### src/hw/rtl/websocket_frame_decoder_macros.svh
// Assertion helpers for the frame decoder.
// Each expands to a labeled concurrent assertion on clk, quiet during rst.
`ifndef WEBSOCKET_FRAME_DECODER_MACROS_SVH
`define WEBSOCKET_FRAME_DECODER_MACROS_SVH

// Same-cycle implication.
`define WSFD_ASSERT_NOW(name, ante, cons, msg) \
  name: assert property (@(posedge clk) disable iff (rst) (ante) |-> (cons)) \
    else $error(msg);

// Next-cycle implication.
`define WSFD_ASSERT_NEXT(name, ante, cons, msg) \
  name: assert property (@(posedge clk) disable iff (rst) (ante) |=> (cons)) \
    else $error(msg);

`endif

### src/hw/rtl/wsfd_pkg.sv
// ----------------------------------------------------------------------------
// wsfd_pkg
// Shared types and constants of the WebSocket frame decoder.
// ----------------------------------------------------------------------------
package wsfd_pkg;

  // Result kinds
  localparam logic [1:0] KIND_START = 2'd0;
  localparam logic [1:0] KIND_DATA  = 2'd1;
  localparam logic [1:0] KIND_ERROR = 2'd2;

  // Error codes
  localparam logic [1:0] ERR_NONE    = 2'd0;
  localparam logic [1:0] ERR_OPCODE  = 2'd1;
  localparam logic [1:0] ERR_CONTROL = 2'd2;
  localparam logic [1:0] ERR_SIZE    = 2'd3;

  // Defined opcodes
  localparam logic [3:0] OP_CONT  = 4'h0;
  localparam logic [3:0] OP_TEXT  = 4'h1;
  localparam logic [3:0] OP_BIN   = 4'h2;
  localparam logic [3:0] OP_CLOSE = 4'h8;
  localparam logic [3:0] OP_PING  = 4'h9;
  localparam logic [3:0] OP_PONG  = 4'hA;

  // Header constants
  localparam logic [6:0]  LEN_CODE_EXT16 = 7'd126;
  localparam logic [6:0]  LEN_CODE_EXT64 = 7'd127;
  localparam logic [63:0] CTRL_MAX_LEN   = 64'd125;
  localparam logic [3:0]  EXT16_BYTES    = 4'd2;
  localparam logic [3:0]  EXT64_BYTES    = 4'd8;
  localparam logic [3:0]  KEY_BYTES      = 4'd4;

  localparam logic [31:0] SIZE_LIMIT_RESET    = 32'd65536;
  localparam int          QUEUE_DEPTH_DEFAULT = 2;

  // One classified byte handed from front to back
  typedef struct packed {
    logic [1:0]  kind;
    logic [7:0]  data;
    logic        last;
    logic [63:0] length;
    logic [1:0]  err;
    logic        fin;
    logic [3:0]  opcode;
    logic        mask;
    logic [31:0] key;
  } entry_t;

  typedef struct packed {
    logic push;
    logic halted;
  } fstat_t;

  typedef struct packed {
    logic full;
    logic empty;
  } qstat_t;

  function automatic logic opcode_defined(input logic [3:0] op);
    return (op == OP_CONT) || (op == OP_TEXT) || (op == OP_BIN) ||
           (op == OP_CLOSE) || (op == OP_PING) || (op == OP_PONG);
  endfunction

endpackage

### src/hw/rtl/wsfd_if.sv
// ----------------------------------------------------------------------------
// wsfd_if
// Valid/ready channels of the frame decoder: byte stream in, results out.
// ----------------------------------------------------------------------------
interface wsfd_byte_if;
  logic       valid;
  logic       ready;
  logic [7:0] stream_byte;

  modport source (output valid, output stream_byte, input ready);
  modport sink   (input valid, input stream_byte, output ready);
endinterface

interface wsfd_result_if;
  logic        valid;
  logic        ready;
  logic [1:0]  result_kind;
  logic [7:0]  payload_byte;
  logic        final_fragment;
  logic [3:0]  frame_opcode;
  logic [63:0] frame_length;
  logic [1:0]  error_code;
  logic        end_of_frame;

  modport source (output valid, output result_kind, output payload_byte,
                  output final_fragment, output frame_opcode, output frame_length,
                  output error_code, output end_of_frame, input ready);
  modport sink   (input valid, input result_kind, input payload_byte,
                  input final_fragment, input frame_opcode, input frame_length,
                  input error_code, input end_of_frame, output ready);
endinterface

### src/hw/rtl/websocket_frame_decoder.sv
// ----------------------------------------------------------------------------
// websocket_frame_decoder
// WebSocket (RFC 6455) receive-side frame parser with payload unmasking.
// ----------------------------------------------------------------------------
//  Channel  | Dir | Payload                                     | Transfer
//  ---------+-----+---------------------------------------------+----------------
//  stream   | in  | stream_byte                                 | valid && ready
//  result   | out | kind, byte, fin, opcode, length, err, eof   | valid && ready
//  cfg      | in  | cfg_wdata (payload size limit)              | cfg_we
//
//  One byte per clock in and one result per clock out in steady state.
//  A byte is written into the queue and from there into the result register;
//  header bytes other than the last give no result.
//  The result queue (QUEUE_DEPTH entries) lets the parser run on while the
//  output stalls; stream.ready drops only when that queue is full.
//  Synchronous reset; after an error result the parser stays halted until rst.
// ----------------------------------------------------------------------------
`include "websocket_frame_decoder_macros.svh"

module websocket_frame_decoder #(
  parameter int QUEUE_DEPTH = wsfd_pkg::QUEUE_DEPTH_DEFAULT
) (
  input  logic          clk,
  input  logic          rst,
  input  logic          cfg_we,
  input  logic [31:0]   cfg_wdata,
  wsfd_byte_if.sink     stream,
  wsfd_result_if.source result
);

  wsfd_pkg::entry_t entry;
  wsfd_pkg::entry_t head;
  wsfd_pkg::fstat_t fstat;
  wsfd_pkg::qstat_t qstat;
  logic             pop;

  wsfd_front u_front (
    .clk       (clk),
    .rst       (rst),
    .cfg_we    (cfg_we),
    .cfg_wdata (cfg_wdata),
    .stream    (stream),
    .qstat     (qstat),
    .fstat     (fstat),
    .entry     (entry)
  );

  wsfd_queue #(
    .DEPTH (QUEUE_DEPTH)
  ) u_queue (
    .clk      (clk),
    .rst      (rst),
    .push     (fstat.push),
    .wr_entry (entry),
    .pop      (pop),
    .head     (head),
    .qstat    (qstat)
  );

  wsfd_back u_back (
    .clk    (clk),
    .rst    (rst),
    .head   (head),
    .qstat  (qstat),
    .pop    (pop),
    .result (result)
  );

  // Checks
  `WSFD_ASSERT_NOW(a_push_has_room, fstat.push, !qstat.full, "queue push while full")
  `WSFD_ASSERT_NEXT(a_error_halts, fstat.push && (entry.kind == wsfd_pkg::KIND_ERROR), fstat.halted, "no halt after error")
  `WSFD_ASSERT_NEXT(a_halt_sticky, fstat.halted, fstat.halted, "halt released without reset")
  `WSFD_ASSERT_NOW(a_error_fields, result.valid && (result.result_kind == wsfd_pkg::KIND_ERROR), !result.end_of_frame && (result.error_code != wsfd_pkg::ERR_NONE), "malformed error result")

endmodule

### src/hw/rtl/wsfd_front.sv
// ----------------------------------------------------------------------------
// wsfd_front
// Header parser: takes stream bytes, runs the header checks and queues one
// entry per frame start, error or payload byte.
// ----------------------------------------------------------------------------
module wsfd_front (
  input  logic              clk,
  input  logic              rst,
  input  logic              cfg_we,
  input  logic [31:0]       cfg_wdata,
  wsfd_byte_if.sink         stream,
  input  wsfd_pkg::qstat_t  qstat,
  output wsfd_pkg::fstat_t  fstat,
  output wsfd_pkg::entry_t  entry
);

  typedef enum logic [2:0] {
    PH_BYTE0, PH_BYTE1, PH_EXTLEN, PH_KEY, PH_PAYLOAD, PH_HALT
  } phase_t;

  phase_t      phase;
  logic [3:0]  hdr_count;
  logic        fin_flag;
  logic [3:0]  opcode_reg;
  logic        mask_present;
  logic [63:0] length_accum;
  logic [31:0] masking_key;
  logic [63:0] bytes_remaining;
  logic [31:0] size_limit;

  logic        accept;
  logic [7:0]  b;
  logic        finish;
  logic [63:0] fin_len;
  logic [63:0] ext_len;
  logic [31:0] key_shift;
  logic [1:0]  err;
  logic        data_last;

  assign b            = stream.stream_byte;
  assign stream.ready = !qstat.full;
  assign accept       = stream.valid && stream.ready;
  assign ext_len      = {length_accum[55:0], b};
  assign key_shift    = {masking_key[23:0], b};
  assign data_last    = (bytes_remaining == 64'd1);

  // Header completion and its length
  always_comb begin
    finish  = 1'b0;
    fin_len = length_accum;
    case (phase)
      PH_BYTE1: begin
        fin_len = {57'd0, b[6:0]};
        finish  = (b[6:0] != wsfd_pkg::LEN_CODE_EXT16) &&
                  (b[6:0] != wsfd_pkg::LEN_CODE_EXT64) && !b[7];
      end
      PH_EXTLEN: begin
        fin_len = ext_len;
        finish  = (hdr_count == 4'd1) && !mask_present;
      end
      PH_KEY: begin
        finish  = (hdr_count == 4'd1);
      end
      default: begin
        finish  = 1'b0;
      end
    endcase
  end

  // Header checks, in priority order
  always_comb begin
    if (!wsfd_pkg::opcode_defined(opcode_reg)) begin
      err = wsfd_pkg::ERR_OPCODE;
    end else if (opcode_reg[3] && (!fin_flag || fin_len > wsfd_pkg::CTRL_MAX_LEN)) begin
      err = wsfd_pkg::ERR_CONTROL;
    end else if (fin_len > {32'd0, size_limit}) begin
      err = wsfd_pkg::ERR_SIZE;
    end else begin
      err = wsfd_pkg::ERR_NONE;
    end
  end

  // Queue entry
  always_comb begin
    entry.data   = b;
    entry.fin    = fin_flag;
    entry.opcode = opcode_reg;
    entry.mask   = (phase == PH_KEY);
    entry.key    = key_shift;
    entry.length = fin_len;
    entry.err    = err;
    if (phase == PH_PAYLOAD) begin
      entry.kind = wsfd_pkg::KIND_DATA;
      entry.last = data_last;
    end else if (err != wsfd_pkg::ERR_NONE) begin
      entry.kind = wsfd_pkg::KIND_ERROR;
      entry.last = 1'b0;
    end else begin
      entry.kind = wsfd_pkg::KIND_START;
      entry.last = (fin_len == 64'd0);
    end
  end

  assign fstat.push   = accept && (finish || (phase == PH_PAYLOAD));
  assign fstat.halted = (phase == PH_HALT);

  // Limit register
  always_ff @(posedge clk) begin
    if (rst) begin
      size_limit <= wsfd_pkg::SIZE_LIMIT_RESET;
    end else if (cfg_we) begin
      size_limit <= cfg_wdata;
    end
  end

  // Parser state
  always_ff @(posedge clk) begin
    if (rst) begin
      phase           <= PH_BYTE0;
      hdr_count       <= '0;
      fin_flag        <= 1'b0;
      opcode_reg      <= '0;
      mask_present    <= 1'b0;
      length_accum    <= '0;
      masking_key     <= '0;
      bytes_remaining <= '0;
    end else if (accept) begin
      case (phase)
        PH_BYTE0: begin
          fin_flag   <= b[7];
          opcode_reg <= b[3:0];
          phase      <= PH_BYTE1;
        end
        PH_BYTE1: begin
          mask_present <= b[7];
          if (b[6:0] == wsfd_pkg::LEN_CODE_EXT16) begin
            length_accum <= '0;
            hdr_count    <= wsfd_pkg::EXT16_BYTES;
            phase        <= PH_EXTLEN;
          end else if (b[6:0] == wsfd_pkg::LEN_CODE_EXT64) begin
            length_accum <= '0;
            hdr_count    <= wsfd_pkg::EXT64_BYTES;
            phase        <= PH_EXTLEN;
          end else if (b[7]) begin
            length_accum <= fin_len;
            hdr_count    <= wsfd_pkg::KEY_BYTES;
            masking_key  <= '0;
            phase        <= PH_KEY;
          end else begin
            length_accum <= fin_len;
          end
        end
        PH_EXTLEN: begin
          length_accum <= ext_len;
          if (hdr_count == 4'd1 && mask_present) begin
            hdr_count   <= wsfd_pkg::KEY_BYTES;
            masking_key <= '0;
            phase       <= PH_KEY;
          end else begin
            hdr_count   <= hdr_count - 4'd1;
          end
        end
        PH_KEY: begin
          masking_key <= key_shift;
          hdr_count   <= hdr_count - 4'd1;
        end
        PH_PAYLOAD: begin
          bytes_remaining <= bytes_remaining - 64'd1;
          if (data_last) begin
            phase <= PH_BYTE0;
          end
        end
        default: begin
          phase <= PH_HALT;
        end
      endcase
      // Header done: start payload, go back for a new header, or halt
      if (finish) begin
        bytes_remaining <= fin_len;
        if (err != wsfd_pkg::ERR_NONE) begin
          phase <= PH_HALT;
        end else if (fin_len == 64'd0) begin
          phase <= PH_BYTE0;
        end else begin
          phase <= PH_PAYLOAD;
        end
      end
    end
  end

endmodule

### src/hw/rtl/wsfd_queue.sv
// ----------------------------------------------------------------------------
// wsfd_queue
// Small register FIFO between the parser and the result stage.
// ----------------------------------------------------------------------------
module wsfd_queue #(
  parameter int DEPTH = wsfd_pkg::QUEUE_DEPTH_DEFAULT
) (
  input  logic              clk,
  input  logic              rst,
  input  logic              push,
  input  wsfd_pkg::entry_t  wr_entry,
  input  logic              pop,
  output wsfd_pkg::entry_t  head,
  output wsfd_pkg::qstat_t  qstat
);

  localparam int PTR_W = (DEPTH > 1) ? $clog2(DEPTH) : 1;
  localparam int CNT_W = $clog2(DEPTH + 1);

  wsfd_pkg::entry_t   slots [DEPTH];
  logic [PTR_W-1:0]   wr_ptr;
  logic [PTR_W-1:0]   rd_ptr;
  logic [CNT_W-1:0]   count;
  logic               do_push;
  logic               do_pop;

  assign qstat.full  = (count == CNT_W'(DEPTH));
  assign qstat.empty = (count == '0);
  assign do_push     = push && !qstat.full;
  assign do_pop      = pop && !qstat.empty;
  assign head        = slots[rd_ptr];

  // Storage
  always_ff @(posedge clk) begin
    if (do_push) begin
      slots[wr_ptr] <= wr_entry;
    end
  end

  // Pointers and fill level
  always_ff @(posedge clk) begin
    if (rst) begin
      wr_ptr <= '0;
      rd_ptr <= '0;
      count  <= '0;
    end else begin
      if (do_push) begin
        wr_ptr <= (wr_ptr == PTR_W'(DEPTH - 1)) ? '0 : wr_ptr + 1'b1;
      end
      if (do_pop) begin
        rd_ptr <= (rd_ptr == PTR_W'(DEPTH - 1)) ? '0 : rd_ptr + 1'b1;
      end
      if (do_push && !do_pop) begin
        count <= count + 1'b1;
      end else if (do_pop && !do_push) begin
        count <= count - 1'b1;
      end
    end
  end

endmodule

### src/hw/rtl/wsfd_back.sv
// ----------------------------------------------------------------------------
// wsfd_back
// Result stage: unmasks payload bytes with the cycling key and holds each
// result in an output register until its transfer.
// ----------------------------------------------------------------------------
module wsfd_back (
  input  logic              clk,
  input  logic              rst,
  input  wsfd_pkg::entry_t  head,
  input  wsfd_pkg::qstat_t  qstat,
  output logic              pop,
  wsfd_result_if.source     result
);

  logic [31:0] key;
  logic        mask;
  logic [1:0]  key_pos;
  logic [7:0]  key_byte;

  assign pop = !qstat.empty && (!result.valid || result.ready);

  // Key byte for the current position
  always_comb begin
    case (key_pos)
      2'd0:    key_byte = key[31:24];
      2'd1:    key_byte = key[23:16];
      2'd2:    key_byte = key[15:8];
      default: key_byte = key[7:0];
    endcase
  end

  // Output register and frame key state
  always_ff @(posedge clk) begin
    if (rst) begin
      result.valid <= 1'b0;
      key_pos      <= '0;
      mask         <= 1'b0;
      key          <= '0;
    end else begin
      if (pop) begin
        result.valid <= 1'b1;
      end else if (result.ready) begin
        result.valid <= 1'b0;
      end
      if (pop) begin
        if (head.kind == wsfd_pkg::KIND_START) begin
          key     <= head.key;
          mask    <= head.mask;
          key_pos <= '0;
        end else if (head.kind == wsfd_pkg::KIND_DATA) begin
          key_pos <= key_pos + 2'd1;
        end
      end
    end
  end

  // Result payload
  always_ff @(posedge clk) begin
    if (pop) begin
      result.result_kind    <= head.kind;
      result.final_fragment <= head.fin;
      result.frame_opcode   <= head.opcode;
      result.end_of_frame   <= head.last;
      if (head.kind == wsfd_pkg::KIND_DATA) begin
        result.payload_byte <= head.data ^ (mask ? key_byte : 8'd0);
        result.frame_length <= '0;
        result.error_code   <= wsfd_pkg::ERR_NONE;
      end else begin
        result.payload_byte <= '0;
        result.frame_length <= head.length;
        result.error_code   <= head.err;
      end
    end
  end

endmodule

### src/flat_wrapper.sv
// flat-port wrapper written by rule: the top's interface ports become plain ports
module websocket_frame_decoder_flat 
#(
  parameter int QUEUE_DEPTH = wsfd_pkg::QUEUE_DEPTH_DEFAULT
)
  (clk, rst, cfg_we, cfg_wdata, stream_valid, stream_stream_byte, stream_ready, result_valid, result_result_kind, result_payload_byte, result_final_fragment, result_frame_opcode, result_frame_length, result_error_code, result_end_of_frame, result_ready);
  wsfd_byte_if stream_i ();
  wsfd_result_if result_i ();
  input  logic clk;
  input  logic rst;
  input  logic cfg_we;
  input  logic [31:0] cfg_wdata;
  input wire logic [$bits(stream_i.valid)-1:0] stream_valid;
  input wire logic [$bits(stream_i.stream_byte)-1:0] stream_stream_byte;
  output wire logic [$bits(stream_i.ready)-1:0] stream_ready;
  output wire logic [$bits(result_i.valid)-1:0] result_valid;
  output wire logic [$bits(result_i.result_kind)-1:0] result_result_kind;
  output wire logic [$bits(result_i.payload_byte)-1:0] result_payload_byte;
  output wire logic [$bits(result_i.final_fragment)-1:0] result_final_fragment;
  output wire logic [$bits(result_i.frame_opcode)-1:0] result_frame_opcode;
  output wire logic [$bits(result_i.frame_length)-1:0] result_frame_length;
  output wire logic [$bits(result_i.error_code)-1:0] result_error_code;
  output wire logic [$bits(result_i.end_of_frame)-1:0] result_end_of_frame;
  input wire logic [$bits(result_i.ready)-1:0] result_ready;
  assign stream_i.valid = stream_valid;
  assign stream_i.stream_byte = stream_stream_byte;
  assign stream_ready = stream_i.ready;
  assign result_valid = result_i.valid;
  assign result_result_kind = result_i.result_kind;
  assign result_payload_byte = result_i.payload_byte;
  assign result_final_fragment = result_i.final_fragment;
  assign result_frame_opcode = result_i.frame_opcode;
  assign result_frame_length = result_i.frame_length;
  assign result_error_code = result_i.error_code;
  assign result_end_of_frame = result_i.end_of_frame;
  assign result_i.ready = result_ready;
  websocket_frame_decoder #(.QUEUE_DEPTH(QUEUE_DEPTH)) u_core (.clk(clk), .rst(rst), .cfg_we(cfg_we), .cfg_wdata(cfg_wdata), .stream(stream_i), .result(result_i));
endmodule
### config.mk
export PLATFORM = sky130hd
export DESIGN_NAME = websocket_frame_decoder_flat
export DESIGN_NICKNAME = d
export VERILOG_FILES = /design/src/hw/rtl/wsfd_pkg.sv /design/src/hw/rtl/wsfd_if.sv /design/src/hw/rtl/websocket_frame_decoder.sv /design/src/hw/rtl/wsfd_front.sv /design/src/hw/rtl/wsfd_queue.sv /design/src/hw/rtl/wsfd_back.sv /design/src/flat_wrapper.sv
export VERILOG_INCLUDE_DIRS = /design/src /design/src/hw/rtl
export SDC_FILE = /design/constraint.sdc
export NUM_CORES = 1
export LEC_CHECK = 0
export BUFFER_PORTS_ARGS = -buffer_cell sky130_fd_sc_hd__buf_2
export CAP_MARGIN = 20
export CORE_MARGIN = 5
export CORE_UTILIZATION = 45
export CTS_CLUSTER_DIAMETER = 200
export DETAILED_ROUTE_END_ITERATION = 16
export PLACE_DENSITY = 0.69
export SLEW_MARGIN = 10
export SYNTH_ARGS = -nofsm -noshare
export SYNTH_HDL_FRONTEND = slang
export SYNTH_SLANG_ARGS = --single-unit
### constraint.sdc
create_clock -name clk -period 7.16 [get_ports clk]
set_clock_uncertainty 0.2 [all_clocks]
set_input_delay 1.432 -clock clk [delete_from_list [all_inputs] [get_ports clk]]
set_output_delay 1.432 -clock clk [all_outputs]
set_load 0.1 [all_outputs]
# Word-level counts from Yosys, hierarchy flattened

Memory sizes are Yosys's and may differ from the RTL's. A register that Yosys moved wholly into a read port is not among the register bits.
Index checks and enable logic that the tools add are counted.

Register bits: 319
RAM bits: 230
Memories: 1

Add/subtract/negate cells: 7
Magnitude comparators: 2
Equal/unequal tests: 28
Mux-type cells: 47
Bitwise logic cells: 1
Reductions and logical operators: 50

Memory list:

| name                 | depth | bits a word | read ports | clocked after memory_dff | write ports | RTL line         | text |
|---|---|---|---|---|---|---|---|
| u_core.u_queue.slots | 2     | 115         | 1          | 1                        | 1           | wsfd_queue.sv:20 | `wsfd_pkg::entry_t slots [DEPTH];` |

Operators with widths:

| cell                    | number |
|---|---|
| $mux W64                | 4 |
| $pmux W64 S2            | 2 |
| $mux W24                | 4 |
| $pmux W24 S3            | 1 |
| $eq A64 B1 Y1 const B   | 1 |
| $gt A64 B32 Y1          | 1 |
| $gt A64 B7 Y1 const B   | 1 |
| $logic_not A64 Y1       | 1 |
| $sub A64 B1 Y64 const B | 1 |
| $mux W3                 | 8 |
| $pmux W8 S3             | 1 |
| $mux W2                 | 9 |
| $mux W4                 | 4 |
| $pmux W3 S5             | 1 |
| $eq A7 B7 Y1 const B    | 2 |
| $ne A7 B7 Y1 const B    | 2 |
| $eq A4 B4 Y1 const B    | 3 |
| $logic_and A1 B1 Y1     | 12 |
| $pmux W4 S3             | 1 |
| $reduce_and A2 Y1       | 6 |
| $reduce_bool A2 Y1      | 6 |
| $mux W1                 | 10 |
| $eq A4 B1 Y1 const B    | 2 |
| $logic_not A1 Y1        | 8 |
| 26 further kinds        | 44 |

# Depth between registers and ports, before layout

Gate-level depths: netlist (run 1).

Depth after elaboration: 11
Mapped depth: 15
Mapped depth without buffers: 12

# Hierarchy

From an unflattened synthesis (run 1), not the netlist that was laid out.

Cells, all modules: 2371
Area, all modules: 25684.6 µm²

Modules (own cells, without submodules):

| module     | instances | cells each | area each (µm²) | sequential area each (µm²) |
|---|---|---|---|---|
| wsfd_front | 1         | 1605       | 11996.5         | 3943.8 |
| wsfd_queue | 1         | 383        | 8715.9          | 7006.7 |
| wsfd_back  | 1         | 383        | 4972.3          | 3183.1 |

# Worst setup path before layout (run 1)

Ideal clock, no wire load.

Kind: input to register
Start: input stream_stream_byte[2]
End: memory u_core.u_queue.slots[0][100] (netlist bit) (enable)
Setup time: 574 ps
Arrival: 6901 ps
Required time: 6386 ps
Slack: -516 ps
Stages: 6
Buffers on the path: 1
Path through: nand2_1 o311ai_0 a21oi_1 o21ai_1 clkbuf_1 nor2_1

Word-level cells in the longest chain between the ends: 9

RTL lines:

| element                           | RTL line                           | text |
|---|---|---|
| start: declaration                | flat_wrapper.sv:14                 | `input wire logic [$bits(stream_i.stream_byte)-1:0] stream_stream_byte;` |
| $ne A7 B7 Y1 (on tied branches)   | wsfd_front.sv:54, wsfd_front.sv:55 |  |
| $logic_and A1 B1 Y1 (*)           | wsfd_front.sv:54                   | `finish = (b[6:0] != wsfd_pkg::LEN_CODE_EXT16) &&` |
| $logic_and A1 B1 Y1 (*)           | wsfd_front.sv:55                   | `(b[6:0] != wsfd_pkg::LEN_CODE_EXT64) && !b[7];` |
| $pmux W1 S3 (*)                   | wsfd_front.sv:51                   | `case (phase)` |
| $logic_or A1 B1 Y1 (*)            | wsfd_front.sv:104                  | `assign fstat.push = accept && (finish \|\| (phase == PH_PAYLOAD));` |
| $logic_and A1 B1 Y1 (*)           | wsfd_front.sv:104                  |  |
| $logic_and A1 B1 Y1 (*)           | wsfd_queue.sv:29                   | `assign do_push = push && !qstat.full;` |
| $mux W1 (*)                       | wsfd_queue.sv:35                   | `if (do_push) begin` |
| $mux W1 (not written as such) (*) | wsfd_queue.sv:36                   | `slots[wr_ptr] <= wr_entry;` |
| end: declaration                  | wsfd_queue.sv:20                   |  |

Mark *: on every way between the ends. The rest lies on a longest branch, timed or not.

==> PnR_summary.wiki, run 1 <==
{| class="wikitable"
! Metric !! Value
|-
| Die span in x || 239.1 um
|-
| TritonCTS clock tree || done
|-
| Max-slew headroom at the worst pin || 0.2732
|-
| Max-slew violation total from the final report || 0
|-
| Placed cell count || 2907
|-
| Number of sinks driven by the clock tree || 534
|-
| Most used standard cell by instance count after synthesis || nor2_1
|-
| Final total power || 10910 uW
|-
| Type of the tightest min-delay check || reg2reg
|-
| Highest ir drop seen on vdd || 0.2990 mV
|-
| Number of buffers inserted for hold repair after clock tree synthesis || 0
|-
| Final global-route overflow total || 0
|-
| Per-cell via count in the routed design || 5.837
|-
| Worst-case setup margin in the final layout || 2.084 ns
|-
| Critical path buffers and inverters || 2
|-
| Number of optimization iterations in the first detailed-route pass || 6
|-
| Fillers || 4607
|-
| Final antenna-violating net count || 0
|-
| Run status || finished clean
|-
| Post-synth top area cell || edfxtp_1
|-
| Area taken by multi-input logic gates || about 9000 um2
|-
| Post-synth top area share || 0.3762
|-
| DR DRC count || 0
|-
| Ys flop type || edfxtp_1
|-
| Register-to-register setup slack || approximately 2.1 ns
|-
| Antenna violations before repair || 1
|-
| Max stage delay on crit path || 0.69 ns
|-
| CORE AREA || about 52000 um2
|-
| Most frequent cells after synthesis || nor2_1, edfxtp_1, dfxtp_1
|-
| Die H || 239.1 um
|-
| FFs w/ async S/R, synth || 0
|-
| Top fanout value on the critical path || 42
|-
| Maximum number of pins on one net before global-route repair || 90
|-
| Count of buffers from port buffering || ~130
|-
| HPWL after DPL || between 30 and 40 mm
|-
| TNS Setup || 0 ns
|-
| Endpoints failing hold || 0
|-
| Final Net Count || approximately 2.4k
|-
| Maximum level of the CTS H-tree || 2
|-
| Post-synthesis sequential area ratio || 0.5778
|-
| Number of buffers created by CTS || 53
|-
| Biggest area contributors in the synthesized netlist || edfxtp_1, dfxtp_1, mux2i_1
|-
| Worst-Margin Slew || approximately 1.1 ns
|-
| Via total after detailed routing || 17.56k
|-
| Number of global-route vias before repair || 16.79k
|-
| Post-route non-filler standard cell count || 3008
|-
| Overall track demand over capacity in global routing || 0.2021
|-
| Share of the cycle needed by the critical path after routing || 0.7090
|-
| Fmax || 0.1970 GHz
|-
| Synth-to-layout area growth || 12.49%
|-
| Largest Register || u_core.u_queue.slots
|-
| Diode insertion count for antenna repair || 0
|-
| Required time worst endpoint || 7.30 ns
|-
| Synth Net Count || approximately 2.3k
|-
| Synthesized netlist cell count || 2220
|-
| Number of DRC markers in iteration 0 || 1543
|-
| PostCTS Resize Cnt || 0
|-
| Post-synthesis average cell area || 10.64 um2
|-
| Worst path cell trace || buf_4 -> nor2b_1 -> o21a_1 -> mux2i_1 -> inv_1 -> ha_1 -> a21oi_1 -> o21ai_0 -> a221o_1 -> a211o_1 -> a31o_2 -> a2111oi_4 -> nor2_1
|-
| Final worst hold slack || 0.2460 ns
|-
| Root buffer selected by CTS || clkbuf_16
|-
| Latest clock arrival within the worst-skew pair || 0.61 ns
|-
| Per-cell routed wire length || 19.86 um
|-
| Yosys warning count || 0
|-
| Element type at the critical path end || flop
|-
| Unrepaired setup endpoints after global routing || false
|-
| Max-cap check violation count || 0
|-
| Post-synthesis sequential element count || 534
|-
| Critical path's slowest cell || dfxtp_2
|-
| Post-synth EDFFs || approximately 300
|-
| Cell type group with the largest total delay on the critical path || compound AO/OA/AOI/OAI gates
|-
| CTS max path bufs || 3
|-
| Power density normalized to cell area || a little over 400 nW/um2
|-
| Setup Viol. Count Final || 0
|-
| Post CTS Setup Buffer Count || 0
|-
| Placement Rows || 84
|-
| Fraction of layout cells with a size suffix above 1 || 0.1211
|-
| Number of flip-flops in the largest register || 214
|-
| Worst Path Arrival || 5.22 ns
|-
| Synthesized cell area || 23630 um2
|-
| Pre-CTS setup slack || 2.220 ns
|-
| Combined flip-flop and latch cell area || 13660 um2
|-
| Top Ports || 129
|-
| Detailed Route WL || approximately 60 mm
|-
| Post-layout min period || 5.076 ns
|-
| Distinct cell type count of the synthesized netlist || 70
|-
| Total leakage power || 0.01010 uW
|-
| Launching element type of the critical path || flop
|-
| Clk pin slew, worst setup/hold paths || 0.06 ns
|-
| Critical path class || reg2reg
|-
| Die ar. || 57190 um2
|-
| Starting utilization of the core area || 0.4514
|-
| Global-route wire length before repair || 93.54 mm
|-
| GP Congestion || 0.8898
|}
==> per-stage QoR <==
stage / utilization / instance area, um2
3_3_place_gp: 0.4728 / 24750
6_report: 0.5078 / 26580
2_1_floorplan: - / 23630
4_1_cts: 0.5073 / 26550
3_5_place_dp: 0.4728 / 24750
5_1_grt: 0.5078 / 26580
==> routing by layer <==
| metal | GRT usage | routed length, um |
|---|---|---|
| met4 | 0.06052 | 1681 |
| met3 | 0.03588 | 3823 |
| met5 | 0 | 13 |
| met2 | 0.3427 | 28950 |
| met1 | 0.2667 | 25270 |
==> worst register-to-register path, stage by stage, from the launching register on <==
cell and delay, ns:
dfxtp_2 0.69, buf_4 0.50, nor2b_1 0.41, o21a_1 0.52, mux2i_1 0.42, inv_1 0.13
ha_1 0.32, a21oi_1 0.20, o21ai_0 0.11, a221o_1 0.30, a211o_1 0.23, a31o_2 0.29
a2111oi_4 0.40, nor2_1 0.11
==> cells in the final DEF (no fill, tap or decap), types with 9 or more instances in the layout <==
cell and instances:
a211oi_1 40, a21oi_1 99, a221oi_1 42, a222oi_1 13, a22oi_1 84, a31oi_1 9
a32oi_1 9, buf_2 127, buf_4 22, clkbuf_1 10, clkbuf_16 53, clkbuf_8 12
clkinv_2 11, dfxtp_1 234, edfxtp_1 296, ha_1 41, inv_1 107, mux2i_1 142
nand2_1 129, nand3_1 55, nand4_1 27, nor2_1 316, nor2b_1 52, nor3_1 42
nor3b_1 46, nor4_1 28, o21ai_0 90, o22ai_1 18, xnor2_1 9
==> cells by family after synthesis <==
| kind of cell | after synthesis | share of synthesized area |
|---|---|---|
| AO/OA/AOI/OAI | 465 | 0.1343 |
| XOR/XNOR | 12 | 0.004448 |
| adder cells (fa/ha/maj) | 41 | 0.02171 |
| buffers and inverters | 262 | 0.04480 |
| flip-flops | 534 | 0.5778 |
| multiplexers | 150 | 0.06397 |
| AND/OR/NAND/NOR | 756 | 0.1529 |
==> worst paths after layout <==
check	cells past startpoint	from	to
max	13	u_core.u_front.phase[0]$_SDFFE_PP0P_	u_core.u_queue.slots[1][114]$_DFFE_PP_
max reg2reg	13	u_core.u_front.phase[0]$_SDFFE_PP0P_	u_core.u_queue.slots[1][114]$_DFFE_PP_
min reg2reg	0	u_core.u_front.masking_key[17]$_SDFFE_PP0P_	u_core.u_queue.slots[1][25]$_DFFE_PP_
min	0	u_core.u_front.masking_key[17]$_SDFFE_PP0P_	u_core.u_queue.slots[1][25]$_DFFE_PP_
==> report_power, final <==
part           internal [uW]  switching (uW)
clock network           1670            1170
registers               3730             233
logic                   1030            3070
==> cell type report <==
type                            instances  area share
Timing Repair Buffer                  152     0.03234
Multi-Input combinational cell       1424      0.3378
Clock inverter                         25     0.01040
Inverter                              110     0.01558
Clock buffer                           75     0.05752
Tap cell                              688     0.03239
Sequential cell                       534      0.5139
No activity file was read; power rests on OpenSTA's default activity.
==> run 2, diff against run 1 <==
PLACE_DENSITY = 0.67   (was 0.69)
clock period = 5.13 ns   (was 7.16 ns; I/O delays follow)
==> run 2 against run 1 <==
Net effect: clock power is 38% higher; final cell count is 0.60% higher; sequential power is 39% higher; combinational power is 42% higher; count of clock-buffer cells in the layout is 10 lower; design area is 0.33% higher; register-to-register slack worse by 1.6 ns; non-clock buffer count is 18 higher; critical path depth is 1 lower; global-route usage is 0.87 points higher.
==> PnR_summary.wiki, run 2 (synthesized netlist as in run 1, its figures left out) <==
{| class="wikitable"
! Metric !! Value
|-
| Worst Path Arrival || 4.73 ns (-0.49 ns)
|-
| Maximum number of pins on one net before global-route repair || 172 (+91%)
|-
| Number of buffers created by CTS || 53 (unchanged)
|-
| Synth-to-layout area growth || 12.87%
|-
| Per-cell routed wire length || 20.38 um (+2.6%)
|-
| Setup Viol. Count Final || 0 (unchanged)
|-
| Per-cell via count in the routed design || 5.892 (+0.95%)
|-
| Total leakage power || 0.01012 uW (+0.20%)
|-
| Detailed Route WL || 61.68 mm (+3.3%)
|-
| Sw Pwr || 6333 uW (+41%)
|-
| Required time worst endpoint || 5.26 ns (-2.04 ns)
|-
| Launch instance of the worst min-delay path || u_core.u_front.masking_key[16]$_SDFFE_PP0P_
|-
| Via total after detailed routing || 17.83k (+1.6%)
|-
| CORE AREA || 52340 um2 (unchanged)
|-
| Number of DRC markers in iteration 0 || 1849 (+20%)
|-
| Latest clock arrival within the worst-skew pair || 0.60 ns (about the same)
|-
| Placement Rows || 84 (unchanged)
|-
| Top Ports || 129 (unchanged)
|-
| Fmax || 0.2173 GHz (+10%)
|-
| Count of buffers from port buffering || 128 (unchanged)
|-
| Post-layout min period || 4.602 ns (-0.4743 ns)
|-
| Final global-route overflow total || 0 (unchanged)
|-
| Max-cap check violation count || 0 (unchanged)
|-
| P_int || 8891 uW (+38%)
|-
| Proportion of total power due to net switching || 0.4160 (+0.005399)
|-
| Power density normalized to cell area || 570.8 nW/um2 (+39%)
|-
| Number of buffers inserted for hold repair after clock tree synthesis || 0 (unchanged)
|-
| Element type at the critical path end || flop
|-
| Number of global-route vias before repair || 17.49k (+4.2%)
|-
| Root buffer selected by CTS || clkbuf_16
|-
| Die H || 239.1 um (unchanged)
|-
| Unrepaired setup endpoints after global routing || false
|-
| Highest ir drop seen on vdd || 0.3037 mV (+1.6%)
|-
| Final Net Count || 2379 (+0.76%)
|-
| Sequential power share || 0.361 (-0.002)
|-
| Launching element type of the critical path || flop
|-
| Worst-Margin Slew || 0.9656 ns (-0.1245 ns)
|-
| CTS max path bufs || 3 (unchanged)
|-
| Max-slew violation total from the final report || 0 (unchanged)
|-
| Max-slew headroom at the worst pin || 0.3563 (+0.08301)
|-
| HPWL after DPL || 40.62 mm (+3.6%)
|-
| Post CTS Setup Buffer Count || 0 (unchanged)
|-
| TritonCTS clock tree || done
|-
| Number of optimization iterations in the first detailed-route pass || 7 (+1)
|-
| Most common cell after layout, fill and taps aside || nor2_1
|-
| Top fanout value on the critical path || 31 (-26%)
|-
| Worst setup path start || u_core.u_front.phase[0]$_SDFFE_PP0P_
|-
| Part of the power in the clock network || 0.258 (-0.003)
|-
| Overall track demand over capacity in global routing || 0.2108 (+0.008724)
|-
| DR DRC count || 0 (unchanged)
|-
| Fraction of layout cells with a size suffix above 1 || 0.1249 (+0.003826)
|-
| Final antenna-violating net count || 0 (unchanged)
|-
| Maximum level of the CTS H-tree || 2 (unchanged)
|-
| Global-route wire length before repair || 97.31 mm (+4.0%)
|-
| PostCTS Resize Cnt || 0 (unchanged)
|-
| TNS Setup || 0 ns (unchanged)
|-
| Largest Register || u_core.u_queue.slots
|-
| Antenna violations before repair || 1 (unchanged)
|-
| R2R Path Start || u_core.u_front.phase[0]$_SDFFE_PP0P_
|-
| GP Congestion || 0.8864 (-0.38%)
|-
| Starting utilization of the core area || 0.4514 (unchanged)
|-
| Run status || finished clean
|-
| Fillers || 4611 (+0.087%)
|-
| Commonest cells after routing, fill and taps aside || nor2_1, edfxtp_1, dfxtp_1
|-
| Endpoints failing hold || 0 (unchanged)
|-
| Number of flip-flops in the largest register || 214 (unchanged)
|-
| Number of sinks driven by the clock tree || 534 (unchanged)
|-
| Share of the cycle needed by the critical path after routing || 0.8971 (+0.1881)
|-
| Critical path class || reg2reg
|-
| Combinational share of power || 0.381 (+0.005)
|-
| Die ar. || 57190 um2 (unchanged)
|-
| Die span in x || 239.1 um (unchanged)
|-
| Type of the tightest min-delay check || reg2reg
|-
| Clk pin slew, worst setup/hold paths || 0.06 ns (about the same)
|-
| Final worst hold slack || 0.2535 ns (+0.007531 ns)
|}
==> run 2: cell types whose count changed in the layout (fill, tap and decap cells not counted), sizes merged <==
cell and change:
buf +18, bufinv +1, clkbuf -10, clkinv +4, clkinvlp +7, diode +1
inv -3
==> run 2: worst max-delay path: stages (launching register included) <==
cell and delay, ns:
dfxtp_2 0.74, nor2b_4 0.23, buf_4 0.23, a221oi_1 0.67
inv_1 0.18, ha_1 0.37, nand4_1 0.14, nor4_1 0.46
and3_1 0.25, a31oi_1 0.05, a31o_2 0.28, a2111oi_4 0.41
nor2_1 0.11
==> run 2: path summary, 6_finish.rpt <==
kind | to | slack [ns] | cells past startpoint
max reg2reg | u_core.u_queue.slots[0][114]$_DFFE_PP_ | 0.53 | 12
min | u_core.u_queue.slots[1][24]$_DFFE_PP_ | 0.25 | 0
min reg2reg | u_core.u_queue.slots[1][24]$_DFFE_PP_ | 0.25 | 0
max | u_core.u_queue.slots[0][114]$_DFFE_PP_ | 0.53 | 12
==> run 2: cell type report <==
type | count | area [um2] | area share
Timing Repair Buffer | 170 | 1003 | 0.03763
Clock inverter | 34 | 345.3 | 0.01295
Antenna cell | 1 | 2.502 | 0.00009383
Inverter | 110 | 414.1 | 0.01553
Clock buffer | 65 | 1403 | 0.05259
Tap cell | 688 | 860.8 | 0.03228
Sequential cell | 534 | 13660 | 0.5122
Multi-Input combinational cell | 1424 | 8980 | 0.3367
==> run 2: through the flow <==
stage | instances | cell area, um2 | setup slack [ns] | power [uW] | util
CTS | 3024 | 26660 | 0.6097 | 15280 | 0.5093
finish | 3026 | 26670 | 0.5280 | 15220 | 0.5095
global route | 3025 | 26670 | 0.3212 | 15940 | 0.5095
floorplan | 2220 | 23640 | 0.8598 | 10110 | -
detailed placement | 2925 | 24910 | 0.6324 | 11360 | 0.4759
global placement | 2925 | 24910 | 0.8137 | 11280 | 0.4759
==> run 2: power by group through the flow <==
stage / clock, uW / combinational (uW) / sequential, uW
floorplan: 0 / 2870 / 7240
global placement: 0 / 5710 / 5570
detailed placement: 0 / 5770 / 5590
CTS: 3990 / 5790 / 5500
global route: 4170 / 6210 / 5550
finish: 3920 / 5810 / 5500
==> run 2: layer usage <==
metal	vias to the layer above	global-route usage	routed length, um
met2	626	0.3492	29740
met3	126	0.03426	3800
met1	8783	0.2857	26250
met4	0	0.06709	1889
li1	8295	-	-
met5	-	0	0
==> run 3, diff against run 2 <==
ABC_AREA = 1   (was default)
==> run 3 against run 2 <==
Net effect: design area rose by 0.41%; clock power rose by 6.4%; count of clock-buffer cells in the layout rose by 6; core utilization rose by 0.21 points; wire length rose by 2.8%; flip-flop and latch count did not move; non-clock buffer count fell by 9; hold slack got worse by 0.0040 ns; setup slack improved by 0.39 ns; synthesized cell count rose by 19%; maximum frequency rose by 9.3%; global-route usage rose by 0.43 points; largest cell class unchanged.
==> PnR_summary.wiki, run 3 <==
{| class="wikitable"
! Metric !! Value
|-
| Post-synth EDFFs || 296 (unchanged)
|-
| TNS Setup || 0 ns (unchanged)
|-
| Synthesized netlist cell count || 2651 (+19%)
|-
| Worst Path Arrival || 4.48 ns (-0.25 ns)
|-
| Synthesized cell area || 23690 um2 (+0.25%)
|-
| Root buffer selected by CTS || clkbuf_16
|-
| Required time worst endpoint || 5.40 ns (+0.14 ns)
|-
| Number of global-route vias before repair || 17.69k (+1.1%)
|-
| Ys flop type || edfxtp_1
|-
| Final global-route overflow total || 0 (unchanged)
|-
| GRT met2 Usage || 0.3492 (about the same)
|-
| Detailed Route WL || 63.44 mm (+2.8%)
|-
| Post-synth top area cell || edfxtp_1
|-
| Global-route wire length before repair || 99.24 mm (+2.0%)
|-
| Antenna violations before repair || 1 (unchanged)
|-
| DR DRC count || 0 (unchanged)
|-
| Fmax || 0.2376 GHz (+9.3%)
|-
| Fillers || 4811 (+4.3%)
|-
| Post-synthesis average cell area || 8.936 um2 (-16%)
|-
| Sequential power share || 0.321 (-0.040)
|-
| Overall track demand over capacity in global routing || 0.2151 (+0.004323)
|-
| CORE AREA || 52340 um2 (unchanged)
|-
| CTS max path bufs || 3 (unchanged)
|-
| Number of buffers inserted for hold repair after clock tree synthesis || 0 (unchanged)
|-
| TritonCTS clock tree || done
|-
| Post-synthesis sequential element count || 534 (unchanged)
|-
| Synth Net Count || 2737 (+19%)
|-
| Starting utilization of the core area || 0.4526 (+0.001147)
|-
| Proportion of total power due to net switching || 0.4597 (+0.04370)
|-
| Die ar. || 57330 um2 (+0.25%)
|-
| Power density normalized to cell area || 696.4 nW/um2 (+22%)
|-
| Most common cell after layout, fill and taps aside || nand2_1
|-
| Latest clock arrival within the worst-skew pair || 0.62 ns (+0.02 ns)
|-
| Number of DRC markers in iteration 0 || 2020 (+9.2%)
|-
| Per-cell via count in the routed design || 5.481 (-7.0%)
|-
| Distinct cell type count of the synthesized netlist || 47 (-33%)
|-
| Via total after detailed routing || 18.96k (+6.3%)
|-
| P_int || 10080 uW (+13%)
|-
| Clk pin slew, worst setup/hold paths || 0.06 ns (about the same)
|-
| Post-layout min period || 4.209 ns (-0.3933 ns)
|-
| Most used standard cell by instance count after synthesis || nand2_1
|-
| Post-synthesis sequential area ratio || 0.5763 (-0.001465)
|-
| Highest ir drop seen on vdd || 0.5942 mV (+96%)
|-
| Number of buffers created by CTS || 55 (+3.8%)
|-
| HPWL after DPL || 42.49 mm (+4.6%)
|-
| Most frequent cells after synthesis || nand2_1, a21oi_1, edfxtp_1
|-
| Endpoints failing hold || 0 (unchanged)
|-
| Final antenna-violating net count || 0 (unchanged)
|-
| Die H || 239.4 um (+0.12%)
|-
| Unrepaired setup endpoints after global routing || false
|-
| Post CTS Setup Buffer Count || 0 (unchanged)
|-
| Share of the cycle needed by the critical path after routing || 0.8204 (-0.07666)
|-
| Post-route non-filler standard cell count || 3459 (+14%)
|-
| Placed cell count || 3354 (+15%)
|-
| Maximum number of pins on one net before global-route repair || 80 (-53%)
|-
| GP Congestion || 0.9058 (+2.2%)
|-
| Top Ports || 129 (unchanged)
|-
| PostCTS Resize Cnt || 0 (unchanged)
|-
| Number of flip-flops in the largest register || 214 (unchanged)
|-
| Number of optimization iterations in the first detailed-route pass || 8 (+1)
|-
| Yosys warning count || 0 (unchanged)
|-
| Synth-to-layout area growth || 13.05%
|-
| Worst-Margin Slew || 1.131 ns (+0.1652 ns)
|-
| Run status || finished clean
|-
| Max-slew violation total from the final report || 0 (unchanged)
|-
| Sw Pwr || 8572 uW (+35%)
|-
| Post-synth top area share || 0.3752 (-0.0009537)
|-
| Total leakage power || 0.01070 uW (+5.8%)
|-
| Commonest cells after routing, fill and taps aside || nand2_1, a21oi_1, edfxtp_1
|-
| Type of the tightest min-delay check || reg2reg
|-
| Largest Register || u_core.u_queue.slots
|-
| Final Net Count || 2809 (+18%)
|-
| Critical path class || reg2reg
|-
| Maximum level of the CTS H-tree || 2 (unchanged)
|-
| Setup Viol. Count Final || 0 (unchanged)
|-
| Top fanout value on the critical path || 23 (-26%)
|-
| Placement Rows || 84 (unchanged)
|-
| Met1 layer usage reported by global route || 0.3044 (+0.01879)
|-
| Fraction of layout cells with a size suffix above 1 || 0.1076 (-0.01737)
|-
| Max-slew headroom at the worst pin || 0.2443 (-0.1119)
|-
| GRT Max-Usage Layer || met2
|-
| Launching element type of the critical path || flop
|-
| Combinational share of power || 0.455 (+0.074)
|-
| Count of buffers from port buffering || 128 (unchanged)
|-
| Element type at the critical path end || flop
|-
| FFs w/ async S/R, synth || 0 (unchanged)
|-
| Biggest area contributors in the synthesized netlist || edfxtp_1, dfxtp_1, nand2_1
|-
| Routing usage on met3 || 0.03431 (+0.00004807)
|-
| Part of the power in the clock network || 0.224 (-0.034)
|-
| Max-cap check violation count || 0 (unchanged)
|-
| Per-cell routed wire length || 18.34 um (-10%)
|-
| Number of sinks driven by the clock tree || 534 (unchanged)
|-
| Die span in x || 239.4 um (+0.12%)
|}
==> run 3: cell count changes in the layout (fill, tap and decap cells not counted), moves of 52 or more <==
| cell | before | now |
|---|---|---|
| a21oi_1 | 99 | 326 |
| a22oi_1 | 84 | 0 |
| a31oi_1 | 9 | 62 |
| inv_1 | 107 | 169 |
| mux2i_1 | 142 | 0 |
| nand2_1 | 129 | 638 |
| nand3_1 | 55 | 162 |
| nor2_1 | 316 | 203 |
| nor2b_1 | 52 | 0 |
| o21ai_0 | 90 | 180 |
==> run 3: cell type report <==
type	count	area, um2	area share
sequential	534	13660	0.5100
multi-input combinational	1789	8730	0.3260
clock buffer	71	1582	0.05906
timing repair buffer	161	928.4	0.03467
tap	688	860.8	0.03215
inverter	182	684.4	0.02556
clock inverter	33	335.3	0.01252
antenna	1	2.502	0.00009344
==> run 3: power groups by stage <==
stage / clock network [uW] / logic, uW / registers [uW]
floorplan: 0 / 4420 / 8230
global placement: 0 / 8340 / 6060
detailed placement: 0 / 8440 / 6070
CTS: 4250 / 8470 / 5990
global route: 4440 / 9210 / 6070
finish: 4170 / 8480 / 5990
==> run 3: worst max-delay path, cell delays in order (launching register included) <==
cell      delay (ns)
dfxtp_1         0.36
inv_2           0.13
nand3_2         0.49
nand3_1         0.33
nand2_1         0.25
ha_1            0.35
nand2_1         0.07
nor3_1          0.55
a21oi_1         0.26
a21oi_1         0.44
nor2_2          0.13
a21boi_0        0.33
o21ai_1         0.10
inv_1           0.07
==> run 3: worst paths after layout <==
check                                                                  from                                      to  slack, ns  depth (start not counted)
worst max register to register         u_core.u_front.phase[2]$_SDFFE_PP0P_  u_core.u_queue.slots[0][114]$_DFFE_PP_       0.92                         13
worst max-delay path                   u_core.u_front.phase[2]$_SDFFE_PP0P_  u_core.u_queue.slots[0][114]$_DFFE_PP_       0.92                         13
worst min register to register  u_core.u_front.masking_key[20]$_SDFFE_PP0P_   u_core.u_queue.slots[1][28]$_DFFE_PP_       0.25                          0
worst min-delay path            u_core.u_front.masking_key[20]$_SDFFE_PP0P_   u_core.u_queue.slots[1][28]$_DFFE_PP_       0.25                          0
==> run 3: kinds of logic (layout without fill, tap and decap cells) <==
family / after synthesis / in the layout / synth area share
buf+inv: 328 / 447 / 0.05678
compound gates: 604 / 604 / 0.1339
other cells: 0 / 1 / 0
simple gates: 1097 / 1097 / 0.1939
xor+xnor: 47 / 47 / 0.01738
fa+ha+maj: 41 / 41 / 0.02166
flops: 534 / 534 / 0.5763
==> run 3: metal layers <==
metal	wire, um	up-vias
li1	-	9188
met1	28080	9022
met2	29520	647
met3	4309	102
met4	1525	0
met5	0	-
==> run 3: stage by stage <==
step / util / hold WS (ns) / cell area, um2 / setup slack [ns] / power, uW
floorplan: - / 0.2256 / 23710 / 0.2863 / 12650
global route: 0.5116 / 0.2616 / 26780 / 0.6779 / 19710
finish: 0.5116 / 0.2495 / 26780 / 0.9212 / 18650
global placement: 0.4750 / 0.2345 / 24860 / 0.8328 / 14390
detailed placement: 0.4750 / 0.2375 / 24860 / 0.8638 / 14510
CTS: 0.5116 / 0.2535 / 26780 / 1.065 / 18710
